### src/hw/rtl/cffa_pkg.sv
`timescale 1ns / 1ps
// ----------------------------------------------------------------------------
// cffa_pkg: shared types and constants of the contiguous first-fit allocator
// Holds the result codes, field widths, the register map and the command and
// status bundles that join the controller and the datapath.
// ----------------------------------------------------------------------------
package cffa_pkg;

    localparam int KEY_W    = 64;
    localparam int REQ_W    = 9;
    localparam int STATUS_W = 3;
    localparam int FIRST_W  = 8;
    localparam int TOTAL_W  = 9;
    localparam int CFG_W    = 9;

    localparam int APB_ADDR_W = 3;
    localparam int APB_DATA_W = 32;

    // Register index, taken from paddr[2].
    localparam logic [0:0] REG_BLOCKS_IN_USE = 1'b0;
    localparam logic [CFG_W-1:0] BLOCKS_IN_USE_RESET = 9'd256;

    localparam logic OP_CREATE = 1'b0;
    localparam logic OP_DELETE = 1'b1;

    typedef enum logic [STATUS_W-1:0] {
        ST_OK        = 3'd0,
        ST_EXISTS    = 3'd1,
        ST_NO_SPACE  = 3'd2,
        ST_NOT_FOUND = 3'd3,
        ST_DIR_FULL  = 3'd4
    } status_t;

    typedef struct packed {
        logic    accept;      // latch a new request and restart the directory walk
        logic    dscan;       // one step of the directory walk
        logic    scan_start;  // restart the free-run search at block zero
        logic    scan;        // one step of the free-run search
        logic    fill_start;  // point the fill sweep at the current file
        logic    fill_step;   // write one map bit and advance
        logic    fill_one;    // value written by the fill sweep
        logic    commit;      // update the directory
        logic    load_result; // load the output register
        status_t code;        // result code to load
    } cffa_cmd_t;

    typedef struct packed {
        logic dscan_done;
        logic hit;
        logic free_found;
        logic scan_found;
        logic scan_end;
        logic fill_last;
        logic blk_last;
        logic len_zero;
        logic req_zero;
        logic managed_zero;
        logic op_delete;
        logic out_free;
    } cffa_stat_t;

endpackage

### src/hw/rtl/cffa_ctrl.sv
`timescale 1ns / 1ps
// ----------------------------------------------------------------------------
// cffa_ctrl: sequencing controller of the allocator
// Runs the map clearing pass after reset, then steps each request through the
// directory walk, the free-run search, the map fill and the directory update.
// ----------------------------------------------------------------------------
module cffa_ctrl (
    input  logic                 aclk,
    input  logic                 aresetn,
    input  logic                 s_tvalid,
    output logic                 s_tready,
    input  cffa_pkg::cffa_stat_t stat,
    output cffa_pkg::cffa_cmd_t  cmd
);

    typedef enum logic [7:0] {
        S_CLEAR  = 8'b0000_0001,
        S_IDLE   = 8'b0000_0010,
        S_DSCAN  = 8'b0000_0100,
        S_DECIDE = 8'b0000_1000,
        S_MSCAN  = 8'b0001_0000,
        S_FILL   = 8'b0010_0000,
        S_COMMIT = 8'b0100_0000,
        S_DONE   = 8'b1000_0000
    } state_t;

    state_t            state_reg, state_next;
    cffa_pkg::status_t code_reg, code_next;

    always_ff @(posedge aclk) begin
        if (!aresetn) begin
            state_reg <= S_CLEAR;
            code_reg  <= cffa_pkg::ST_OK;
        end else begin
            state_reg <= state_next;
            code_reg  <= code_next;
        end
    end

    assign s_tready = (state_reg == S_IDLE);

    always_comb begin
        state_next = state_reg;
        code_next  = code_reg;
        cmd        = '0;
        cmd.code   = code_reg;
        case (state_reg)
            S_CLEAR: begin
                cmd.fill_step = 1'b1;
                if (stat.blk_last) begin
                    state_next = S_IDLE;
                end
            end
            S_IDLE: begin
                if (s_tvalid) begin
                    cmd.accept = 1'b1;
                    state_next = S_DSCAN;
                end
            end
            S_DSCAN: begin
                cmd.dscan = 1'b1;
                if (stat.dscan_done) begin
                    state_next = S_DECIDE;
                end
            end
            S_DECIDE: begin
                code_next = cffa_pkg::ST_OK;
                if (stat.op_delete) begin
                    if (!stat.hit) begin
                        code_next  = cffa_pkg::ST_NOT_FOUND;
                        state_next = S_DONE;
                    end else if (stat.len_zero) begin
                        state_next = S_COMMIT;
                    end else begin
                        cmd.fill_start = 1'b1;
                        state_next     = S_FILL;
                    end
                end else if (stat.hit) begin
                    code_next  = cffa_pkg::ST_EXISTS;
                    state_next = S_DONE;
                end else if (!stat.free_found) begin
                    code_next  = cffa_pkg::ST_DIR_FULL;
                    state_next = S_DONE;
                end else if (stat.managed_zero) begin
                    code_next  = cffa_pkg::ST_NO_SPACE;
                    state_next = S_DONE;
                end else if (stat.req_zero) begin
                    state_next = S_COMMIT;
                end else begin
                    cmd.scan_start = 1'b1;
                    state_next     = S_MSCAN;
                end
            end
            S_MSCAN: begin
                cmd.scan = 1'b1;
                if (stat.scan_found) begin
                    state_next = S_FILL;
                end else if (stat.scan_end) begin
                    code_next  = cffa_pkg::ST_NO_SPACE;
                    state_next = S_DONE;
                end
            end
            S_FILL: begin
                cmd.fill_step = 1'b1;
                cmd.fill_one  = !stat.op_delete;
                if (stat.fill_last) begin
                    state_next = S_COMMIT;
                end
            end
            S_COMMIT: begin
                cmd.commit = 1'b1;
                state_next = S_DONE;
            end
            S_DONE: begin
                if (stat.out_free) begin
                    cmd.load_result = 1'b1;
                    state_next      = S_IDLE;
                end
            end
            default: begin
                state_next = S_CLEAR;
            end
        endcase
    end

endmodule

### src/hw/rtl/cffa_dpath.sv
`timescale 1ns / 1ps
// ----------------------------------------------------------------------------
// cffa_dpath: datapath of the allocator
// Holds the block map memory, the directory memory with its valid bits, the
// walk counters, the free-run tracker and the output register.
// ----------------------------------------------------------------------------
module cffa_dpath #(
    parameter int NUM_BLOCKS  = 256,
    parameter int DIR_ENTRIES = 16
) (
    input  logic                          aclk,
    input  logic                          aresetn,
    input  cffa_pkg::cffa_cmd_t           cmd,
    output cffa_pkg::cffa_stat_t          stat,
    input  logic [cffa_pkg::CFG_W-1:0]    blocks_in_use,
    input  logic                          in_operation,
    input  logic [cffa_pkg::KEY_W-1:0]    in_file_key,
    input  logic [cffa_pkg::REQ_W-1:0]    in_request_blocks,
    input  logic                          m_tready,
    output logic                          m_tvalid,
    output logic [cffa_pkg::STATUS_W-1:0] out_status,
    output logic [cffa_pkg::FIRST_W-1:0]  out_first_block,
    output logic [cffa_pkg::TOTAL_W-1:0]  out_block_total
);

    localparam int AW  = $clog2(NUM_BLOCKS);
    localparam int BW  = $clog2(NUM_BLOCKS + 1);
    localparam int CW  = (BW > 10) ? BW : 10;
    localparam int EW  = (DIR_ENTRIES > 1) ? $clog2(DIR_ENTRIES) : 1;
    localparam int DEW = $clog2(DIR_ENTRIES + 1);
    localparam int KW  = cffa_pkg::KEY_W;
    localparam int RW  = cffa_pkg::REQ_W;
    localparam int DW  = KW + AW + RW;

    // Memories
    logic          map_mem [NUM_BLOCKS];
    logic          map_rd_reg;
    logic [DW-1:0] dir_mem [DIR_ENTRIES];
    logic [DW-1:0] dir_rd_reg;

    // Request
    logic          op_reg;
    logic [KW-1:0] key_reg;
    logic [RW-1:0] req_reg;
    logic [AW-1:0] cur_start_reg;
    logic [RW-1:0] cur_len_reg;

    // Directory walk
    logic [DIR_ENTRIES-1:0] valid_reg;
    logic [DEW-1:0]         de_reg;
    logic                   dpend_reg, dpv_reg;
    logic [EW-1:0]          dproc_reg, free_reg, hit_idx_reg;
    logic                   free_found_reg, hit_reg;

    // Map walk
    logic [BW-1:0] blk_reg;
    logic [RW-1:0] rem_reg, run_reg;
    logic          spend_reg;
    logic [AW-1:0] sproc_reg;

    // Output register
    logic                          m_tvalid_reg;
    logic [cffa_pkg::STATUS_W-1:0] status_reg;
    logic [cffa_pkg::FIRST_W-1:0]  first_reg;
    logic [cffa_pkg::TOTAL_W-1:0]  total_reg;

    logic [CW-1:0] managed;
    logic [EW-1:0] de_idx;
    logic [AW-1:0] blk_idx;
    logic          dissue, sissue, key_match, scan_found, fill_last;
    logic [CW-1:0] found_start;
    logic [KW-1:0] rd_key;
    logic [AW-1:0] rd_start;
    logic [RW-1:0] rd_len;
    logic          map_we, map_re, dir_re;

    assign managed = (CW'(blocks_in_use) > CW'(NUM_BLOCKS)) ? CW'(NUM_BLOCKS)
                                                            : CW'(blocks_in_use);
    assign de_idx  = de_reg[EW-1:0];
    assign blk_idx = blk_reg[AW-1:0];

    assign {rd_key, rd_start, rd_len} = dir_rd_reg;

    assign dissue    = (de_reg < DEW'(DIR_ENTRIES));
    assign key_match = dpend_reg && dpv_reg && (rd_key == key_reg);

    assign sissue      = (CW'(blk_reg) < managed);
    assign scan_found  = spend_reg && !map_rd_reg && ((run_reg + 1'b1) == req_reg);
    assign found_start = CW'(sproc_reg) + CW'(1) - CW'(req_reg);
    assign fill_last   = (rem_reg == RW'(1)) || (blk_reg == BW'(NUM_BLOCKS - 1));

    assign map_we = cmd.fill_step;
    assign map_re = cmd.scan && sissue;
    assign dir_re = cmd.dscan && dissue;

    always_ff @(posedge aclk) begin
        if (map_we) begin
            map_mem[blk_idx] <= cmd.fill_one;
        end
        if (map_re) begin
            map_rd_reg <= map_mem[blk_idx];
        end
    end

    always_ff @(posedge aclk) begin
        if (cmd.commit && (op_reg == cffa_pkg::OP_CREATE)) begin
            dir_mem[free_reg] <= {key_reg, cur_start_reg, req_reg};
        end
        if (dir_re) begin
            dir_rd_reg <= dir_mem[de_idx];
        end
    end

    // Control registers
    always_ff @(posedge aclk) begin
        if (!aresetn) begin
            valid_reg      <= '0;
            blk_reg        <= '0;
            dpend_reg      <= 1'b0;
            spend_reg      <= 1'b0;
            hit_reg        <= 1'b0;
            free_found_reg <= 1'b0;
            m_tvalid_reg   <= 1'b0;
        end else begin
            if (cmd.accept) begin
                dpend_reg      <= 1'b0;
                hit_reg        <= 1'b0;
                free_found_reg <= 1'b0;
            end
            if (cmd.dscan) begin
                dpend_reg <= dissue;
                if (dissue && !valid_reg[de_idx] && !free_found_reg) begin
                    free_found_reg <= 1'b1;
                end
                if (key_match) begin
                    hit_reg <= 1'b1;
                end
            end
            if (cmd.scan_start) begin
                blk_reg   <= '0;
                spend_reg <= 1'b0;
            end
            if (cmd.scan) begin
                spend_reg <= sissue;
                if (scan_found) begin
                    blk_reg <= BW'(found_start);
                end else if (sissue) begin
                    blk_reg <= blk_reg + 1'b1;
                end
            end
            if (cmd.fill_start) begin
                blk_reg <= BW'(cur_start_reg);
            end
            if (cmd.fill_step) begin
                blk_reg <= blk_reg + 1'b1;
            end
            if (cmd.commit) begin
                if (op_reg == cffa_pkg::OP_CREATE) begin
                    valid_reg[free_reg] <= 1'b1;
                end else begin
                    valid_reg[hit_idx_reg] <= 1'b0;
                end
            end
            if (cmd.load_result) begin
                m_tvalid_reg <= 1'b1;
            end else if (m_tready) begin
                m_tvalid_reg <= 1'b0;
            end
        end
    end

    // Payload registers
    always_ff @(posedge aclk) begin
        if (cmd.accept) begin
            op_reg        <= in_operation;
            key_reg       <= in_file_key;
            req_reg       <= in_request_blocks;
            cur_start_reg <= '0;
            cur_len_reg   <= in_request_blocks;
            de_reg        <= '0;
        end
        if (cmd.dscan) begin
            if (dissue) begin
                de_reg    <= de_reg + 1'b1;
                dpv_reg   <= valid_reg[de_idx];
                dproc_reg <= de_idx;
                if (!valid_reg[de_idx] && !free_found_reg) begin
                    free_reg <= de_idx;
                end
            end
            if (key_match) begin
                hit_idx_reg   <= dproc_reg;
                cur_start_reg <= rd_start;
                cur_len_reg   <= rd_len;
            end
        end
        if (cmd.scan_start) begin
            run_reg <= '0;
        end
        if (cmd.scan) begin
            if (sissue) begin
                sproc_reg <= blk_idx;
            end
            if (spend_reg) begin
                run_reg <= map_rd_reg ? '0 : (run_reg + 1'b1);
            end
            if (scan_found) begin
                cur_start_reg <= found_start[AW-1:0];
                rem_reg       <= req_reg;
            end
        end
        if (cmd.fill_start) begin
            rem_reg <= cur_len_reg;
        end
        if (cmd.fill_step) begin
            rem_reg <= rem_reg - 1'b1;
        end
        if (cmd.load_result) begin
            status_reg <= cmd.code;
            if (cmd.code == cffa_pkg::ST_OK) begin
                first_reg <= cffa_pkg::FIRST_W'(cur_start_reg);
                total_reg <= cur_len_reg;
            end else begin
                first_reg <= '0;
                total_reg <= '0;
            end
        end
    end

    always_comb begin
        stat              = '0;
        stat.dscan_done   = !dpend_reg && !dissue;
        stat.hit          = hit_reg;
        stat.free_found   = free_found_reg;
        stat.scan_found   = scan_found;
        stat.scan_end     = !spend_reg && !sissue;
        stat.fill_last    = fill_last;
        stat.blk_last     = (blk_reg == BW'(NUM_BLOCKS - 1));
        stat.len_zero     = (cur_len_reg == '0);
        stat.req_zero     = (req_reg == '0);
        stat.managed_zero = (managed == '0);
        stat.op_delete    = (op_reg == cffa_pkg::OP_DELETE);
        stat.out_free     = !m_tvalid_reg || m_tready;
    end

    assign m_tvalid        = m_tvalid_reg;
    assign out_status      = status_reg;
    assign out_first_block = first_reg;
    assign out_block_total = total_reg;

endmodule

### src/hw/rtl/contiguous_first_fit_allocator.sv
`timescale 1ns / 1ps
// ----------------------------------------------------------------------------
// contiguous_first_fit_allocator: first-fit contiguous block allocator
// Keeps a one-bit-per-block allocation map and a small file directory, and
// serves create and delete requests one at a time.
// ----------------------------------------------------------------------------
//
//  Port group | Dir | Contents of one item
//  -----------+-----+------------------------------------------------------
//  s_*        | in  | tuser: operation; tdata: file_key, request_blocks
//  m_*        | out | tdata: status, first_block, block_total
//  APB        | in  | register 0 at byte 0: blocks_in_use (9 bits)
//
//  After reset a clearing pass writes every map bit to zero, one block a
//  cycle, and no request is taken until it has finished. An item is then
//  accepted, walks the directory through its memory port and is decided.
//  A create then scans the map one block a cycle until the first free run
//  fits, and marks the run, one block a cycle. A delete clears the file's
//  blocks the same way. A successful item then updates the directory, and
//  the result is loaded. A result waits in the output register while a new
//  request is accepted; the request stalls at the end only if that result
//  has still not been taken.
//
// ----------------------------------------------------------------------------
module contiguous_first_fit_allocator #(
    parameter int NUM_BLOCKS  = 256,
    parameter int DIR_ENTRIES = 16
) (
    input  logic        aclk,
    input  logic        aresetn,

    // Request channel.
    input  logic        s_tvalid,
    output logic        s_tready,
    input  logic [79:0] s_tdata,   // [63:0] file_key, [72:64] request_blocks, rest zero
    input  logic [0:0]  s_tuser,   // [0] operation (0 create, 1 delete)

    // Result channel.
    output logic        m_tvalid,
    input  logic        m_tready,
    output logic [23:0] m_tdata,   // [2:0] status, [10:3] first_block, [19:11] block_total

    // Configuration port.
    input  logic                              psel,
    input  logic                              penable,
    input  logic                              pwrite,
    input  logic [cffa_pkg::APB_ADDR_W-1:0]   paddr,
    input  logic [cffa_pkg::APB_DATA_W-1:0]   pwdata,
    output logic [cffa_pkg::APB_DATA_W-1:0]   prdata,
    output logic                              pready
);

    logic [cffa_pkg::CFG_W-1:0] blocks_in_use_reg;
    logic                       cfg_write;
    logic                       cfg_hit;

    cffa_pkg::cffa_cmd_t  cmd;
    cffa_pkg::cffa_stat_t stat;

    logic [cffa_pkg::STATUS_W-1:0] out_status;
    logic [cffa_pkg::FIRST_W-1:0]  out_first_block;
    logic [cffa_pkg::TOTAL_W-1:0]  out_block_total;

    // The single register is selected by paddr[2]; the low address bits are
    // byte offsets and ignored.
    assign pready    = 1'b1;
    assign cfg_hit   = (paddr[2] == cffa_pkg::REG_BLOCKS_IN_USE);
    assign cfg_write = psel && penable && pwrite && pready && cfg_hit;

    always_ff @(posedge aclk) begin
        if (!aresetn) begin
            blocks_in_use_reg <= cffa_pkg::BLOCKS_IN_USE_RESET;
        end else if (cfg_write) begin
            blocks_in_use_reg <= pwdata[cffa_pkg::CFG_W-1:0];
        end
    end

    assign prdata = cfg_hit ? cffa_pkg::APB_DATA_W'(blocks_in_use_reg) : '0;

    cffa_ctrl u_ctrl (
        .aclk     (aclk),
        .aresetn  (aresetn),
        .s_tvalid (s_tvalid),
        .s_tready (s_tready),
        .stat     (stat),
        .cmd      (cmd)
    );

    cffa_dpath #(
        .NUM_BLOCKS  (NUM_BLOCKS),
        .DIR_ENTRIES (DIR_ENTRIES)
    ) u_dpath (
        .aclk              (aclk),
        .aresetn           (aresetn),
        .cmd               (cmd),
        .stat              (stat),
        .blocks_in_use     (blocks_in_use_reg),
        .in_operation      (s_tuser[0]),
        .in_file_key       (s_tdata[63:0]),
        .in_request_blocks (s_tdata[72:64]),
        .m_tready          (m_tready),
        .m_tvalid          (m_tvalid),
        .out_status        (out_status),
        .out_first_block   (out_first_block),
        .out_block_total   (out_block_total)
    );

    assign m_tdata = {4'b0000, out_block_total, out_first_block, out_status};

endmodule

### config.mk
export PLATFORM = sky130hd
export DESIGN_NAME = contiguous_first_fit_allocator
export DESIGN_NICKNAME = d
export VERILOG_FILES = /design/src/hw/rtl/cffa_pkg.sv /design/src/hw/rtl/cffa_ctrl.sv /design/src/hw/rtl/cffa_dpath.sv /design/src/hw/rtl/contiguous_first_fit_allocator.sv
export SDC_FILE = /design/constraint.sdc
export NUM_CORES = 2
export LEC_CHECK = 0
export BUFFER_PORTS_ARGS = -buffer_cell sky130_fd_sc_hd__clkbuf_2
export CORE_UTILIZATION = 50
export DETAILED_ROUTE_END_ITERATION = 16
export PLACE_DENSITY = 0.74
export SLEW_MARGIN = 20
export SYNTH_ARGS = -nofsm -noshare
export SYNTH_HDL_FRONTEND = slang
export SYNTH_SLANG_ARGS = --single-unit
### constraint.sdc
create_clock -name aclk -period 10.7 [get_ports aclk]
set_input_delay 1.07 -clock aclk [delete_from_list [all_inputs] [get_ports aclk]]
set_output_delay 1.07 -clock aclk [all_outputs]
set_load 0.01 [all_outputs]
# Word-level counts from Yosys, hierarchy flattened
# Memory sizes are Yosys's and may differ from the RTL's. A register that Yosys moved wholly into a read port is not among the register bits.
# Index checks and enable logic that the tools add are counted.
[op_classes]
n_shift = 0
n_mul = 0
order_cmp = 8
n_addsub = 6
reduce_logical = 46
bitwise = 5
div = 0
n_mux = 92
eq_ne = 20
[ops]
columns = ["op", "n"]
rows = [
  ["9-bit 2-to-1 mux", 19],
  ["8-bit 2-to-1 mux", 17],
  ["64-bit == test", 1],
  ["8-bit one-hot mux with 8 select lines", 1],
  ["1-bit 2-to-1 mux", 38],
  ["9-bit by 1-bit adder with 9-bit output, second input constant", 2],
  ["9-bit logical NOT", 2],
  ["1-bit logical AND", 17],
  ["16-bit AND", 1],
  ["16-bit 2-to-1 mux", 1],
  ["16-bit NOT", 1],
  ["16-bit OR", 1],
  ["4-bit by 5-bit < comparator with 1-bit output, second input constant", 3],
  ["3-bit 2-to-1 mux", 5],
  ["5-bit 2-to-1 mux", 3],
  ["7-bit 2-to-1 mux", 2],
  ["2-bit != test, second input constant", 6],
  ["10-bit logical NOT", 1],
  ["9-bit by 10-bit < comparator with 1-bit output", 1],
  ["8-bit by 1-bit adder with 9-bit output, second input constant", 1],
  ["9-bit by 1-bit == test with 1-bit output, second input constant", 1],
  ["9-bit by 8-bit == test with 1-bit output, second input constant", 1],
  ["9-bit == test", 1],
  ["9-bit greater-than comparator, second input constant", 1],
  ["29 further kinds", 50],
]
[word_totals]
mem_bits_rw = 1552
rom_bits = 0
memories = 2
in_bits = 123
latchBits = 0
output_inout_bits = 59
word_cells = 205
register_bits = 205
[mem_list]
columns = ["memory", "depth", "width", "read_ports", "rd_clocked_by_memory_dff", "wr", "line_no", "source"]
rows = [
  ["u_dpath.dir_mem", 16, 81, 1, 1, 1, "cffa_dpath.sv:38", "logic [DW-1:0] dir_mem [DIR_ENTRIES];"],
  ["u_dpath.map_mem", 256, 1, 1, 1, 1, "cffa_dpath.sv:36", "logic map_mem [NUM_BLOCKS];"],
]

# Longest topological paths before layout
[logic_depth]
depth_word = 14
mapped_depth = 14
mapped_depth_nobuf = 14

# By module
# A second synthesis with hierarchy kept.
[hier_totals]
cells_unflattened = 3676
hier_area_um2 = 72985.0
[modules_own_cells]
columns = ["mod", "seq_area_each_um2", "cells_per_inst", "area_each_um2", "instances"]
rows = [
  ["cffa_dpath", 54011.8, 3501, 71577.4, 1],
  ["cffa_ctrl", 220.2, 96, 738.2, 1],
  ["contiguous_first_fit_allocator", 180.2, 79, 669.4, 1],
]

# Least setup slack after synthesis
# No wires, ideal clock.
[synth_timing]
kind = "register -> register"
from = "register u_ctrl.state_reg[7]"
to = "memory u_dpath.map_mem[0], data pin"
synth_period_minus_slack_ns = 8.199
slack_ns = 2.501
stages_incl_launch_ff = 5
arrival_time_ns = 6.811
required_time_ns = 9.312
cell_sequence = "dfxtp_1 -> nor4_1 -> and2_1 -> nand2_1 -> nor2_1"
[synth_rtl]
columns = ["item", "line_no", "source"]
rows = [
  ["start, declared", "cffa_ctrl.sv:27", "state_t state_reg, state_next;"],
  ["start signal, assigned", "cffa_ctrl.sv:35", "state_reg <= state_next;"],
  ["end, declared", "cffa_dpath.sv:36", ""],
]

# Worst setup path after layout
[layout_timing]
from = "register u_ctrl.state_reg[0]"
to = "memory u_dpath.dir_mem[14][34] in the netlist's numbering, enable pin"
[layout_between]
elab_chain_len = 5
[layout_lines]
columns = ["item", "line_no", "source"]
rows = [
  ["8-bit by 7-bit == test with 1-bit output", "cffa_ctrl.sv:47", "case (state_reg)"],
  ["1-bit 2-to-1 mux", "cffa_ctrl.sv:47", ""],
  ["1-bit logical AND", "cffa_dpath.sv:106", "if (cmd.commit && (op_reg == cffa_pkg::OP_CREATE)) begin"],
  ["1-bit 2-to-1 mux", "cffa_dpath.sv:106", ""],
  ["1-bit 2-to-1 mux (implied by the code)", "cffa_dpath.sv:107", "dir_mem[free_reg] <= {key_reg, cur_start_reg, req_reg};"],
  ["end, declared", "cffa_dpath.sv:38", ""],
]
# No other way between the ends.

==> results.md <==
- Core area: 0.144 mm²
- CTS Sinks: 1839
- Slew @ Worst Pin: 1.18 ns
- H-tree Lvls: 4
- Largest net degree at the start of global routing: 151
- Crit path from: u_ctrl.state_reg[0]$_SDFFE_PN1P_
- Worst hold path endpoint: u_dpath.hit_idx_reg[1]$_DFFE_PP_
- Post-CTS Repair Setup Buffers: 0
- Die Span X: 383 µm
- DIE HEIGHT: 383 µm
- Clk buf depth: 3
- Initial antenna violation count: 4
- Detailed Route Iter0 Violations: 4644
- Mean Syn Cell Area: 20.5 µm²
- Gate power share: 8.8%
- Hold path start: u_dpath.dproc_reg[1]$_DFFE_PP_
- Internal: 12.1 mW
- CTS buffer count: 178
- Final RePlAce weighted congestion: 0.835
- Hold-fix buffers at CTS: 0
- Cells after synthesis: 3546
- Max_slew headroom: 21.3%
- Routed wire per std cell: 28.4 µm
- Final setup fails: 0
- Fin nets: 3881
- RSZ-0062 raised after global routing: false
- Clk pwr share: 39.0%
- Placed cell count: 5448
- Post-synth top area cell: edfxtp_1
- Critical Path Start Type: register
- Reg2reg end: u_dpath.dir_mem[14][34]$_DFFE_PP_
- Worst hold path class: register to register
- Max reg flops: 1296
- Final period util: 44.4%
- Clock Pin Slew Worst Setup and Hold Paths: 0.06 ns
- Top_reg_cell synth: edfxtp_1
- NetSw: 3.72 mW
- R2R setup slack: 5.95 ns
- Ratio of cells with drive above 1 in the final layout: 24.8%
- Final Hold Vio Count: 0
- Drt drc: 11
- Commonest cells in the netlist: edfxtp_1, mux4_2, nor2_1, clkbuf_1, nand2_1
- Top-count cell post-synth: edfxtp_1
- Arrival @ worst endpoint: 5.17 ns
- GRT Util Overall: 22.6%
- Syn Std Cell Area: 0.0725 mm²
- DRT Pass-1 Iters: 12
- PortBufs: 121
- Synth async-reset ratio: 0%
- WP data required: 11.12 ns
- Area delta synth->final: 11.5%
- Post-synth EDFFs: 1758
- WS Path Type: register to register
- Fmax: 211 MHz
- WHS Path Cells: 0
- Failing checks: DRC
- Final min period: 4.75 ns
- First-pass GRT wire length: 241 mm
- Distinct cell type count after synthesis: 90
- Via count: 35600
- Clock Skews: 0.0460 ns
- CTS tree: built
- Pwr Density: 196 mW/mm²
- VDD IR max: 0.170 mV
- Initial core utilization: 50.4%
- DIE AREA: 0.147 mm²
- Warnings from Yosys: 0
- Sequential Power Share: 52.3%
- Cells on worst reg2reg path: 8
- Sequential share of the synthesized area: 75.0%
- I/O pin cnt: 182
- Setup TNS Final: 0 ns
- Root buf cell: clkbuf_16
- Post-DP HPWL: 84.6 mm
- Largest cells by area after synthesis: edfxtp_1, mux4_2, dfxtp_1, nor2_1, mux4_1
- Total wire length: 164 mm
- Resized Gates After CTS: 0
- Vias in the first global route: 35700
- RR Startpoint: u_ctrl.state_reg[0]$_SDFFE_PN1P_
- CP endpoint kind: register
- Status: finished, violations left
- #FFs+latches synth: 1839
- Clk_lat worst skew: 0.82 ns
- Non-filler instance count after layout: 5777
- Post-route ant nets: 0
- Slew Viols, Final: 0
- Max-cap violations: 0
- Crit Path Max Fanout: 37
- Yosys top cell area share: 72.8%
- Grt total ovfl: 0
- Switching part of the total: 23.5%
- # rows: 139
- Post-DR vias/cell: 6.17
- Leak pwr: 24.4 nW
## through the flow
stage / setup slack [ns] / util [%] / total power [mW] / area [µm²] / hold slack (ns)
finish: 5.95 / 56.2 / 15.8 / 80900 / 0.428
detailed placement: 5.94 / 52.2 / 9.80 / 75100 / 0.406
global placement: 6.00 / 52.2 / 9.77 / 75100 / 0.401
CTS: 5.92 / 56.2 / 15.9 / 80900 / 0.375
global route: 5.79 / 56.2 / 16.3 / 80900 / 0.396
floorplan: 2.50 / - / 9.40 / 72600 / 0.400
## logic make-up after synthesis
group | share of synthesized area, %
XOR/XNOR | 0.904
flip-flops | 75.0
AO/OA/AOI/OAI | 1.87
AND/OR/NAND/NOR | 4.05
other | 0.0104
multiplexers | 15.7
buffers and inverters | 1.83
adder cells (fa/ha/maj) | 0.580
## per-layer routing
layer,up-vias,track usage [%],wire length [µm]
met5,-,0,0
met4,0,6.56,4090
met3,263,3.62,12900
met2,1743,37.0,82100
met1,18800,31.7,65000
li1,14800,-,-
## layout make-up
| type | instances | area (µm²) |
|---|---|---|
| sequential | 1839 | 54400 |
| tap | 1903 | 2380 |
| inverter | 48 | 185 |
| fill | 10300 | 62900 |
| clock buffer | 227 | 4760 |
| multi-input combinational | 1472 | 17000 |
| antenna | 1 | 2.50 |
| timing repair buffer | 186 | 1120 |
| clock inverter | 101 | 983 |
## cell usage in the layout, fill, tap and decap left out, types with 39 or more instances in the layout
cell,count
clkbuf_2,121
nand3_1,43
mux4_2,457
xor2_1,39
inv_1,44
edfxtp_1,1758
nand2_1,83
clkbuf_16,182
clkinv_1,41
dfxtp_1,74
a21oi_1,54
clkbuf_1,41
nor2_1,318
buf_4,63
## power groups by stage
stage	Combinational (mW)	Sequential, mW	Clock (mW)
detailed placement	1.39	8.42	0
floorplan	1.14	8.26	0
global placement	1.37	8.41	0
CTS	1.39	8.27	6.23
global route	1.49	8.29	6.49
finish	1.39	8.27	6.16
## worst max path at each step
| stage | end | slack (ns) |
|---|---|---|
| detailed placement | u_dpath.dir_mem[15][7]$_DFFE_PP_ | 5.94 |
| global route | u_dpath.dir_mem[14][4]$_DFFE_PP_ | 5.79 |
| CTS | u_dpath.valid_reg[15]$_SDFFE_PN0P_ | 5.92 |
| global placement | u_dpath.dir_mem[14][7]$_DFFE_PP_ | 6.00 |
| finish | u_dpath.dir_mem[14][34]$_DFFE_PP_ | 5.95 |
| floorplan | u_dpath.map_mem[0]$_DFFE_PP_ | 2.50 |
## worst max-delay path, cell delays in order (launching register included)
cell and delay, ns:
dfxtp_1 0.35, or4_1 0.54, nor3_2 0.22, nand3b_1 0.27, nor2_1 0.24, nand3b_1 0.33
nor2_4 0.91, buf_4 0.68, buf_4 0.78
Power figures use the tool's default switching activity.
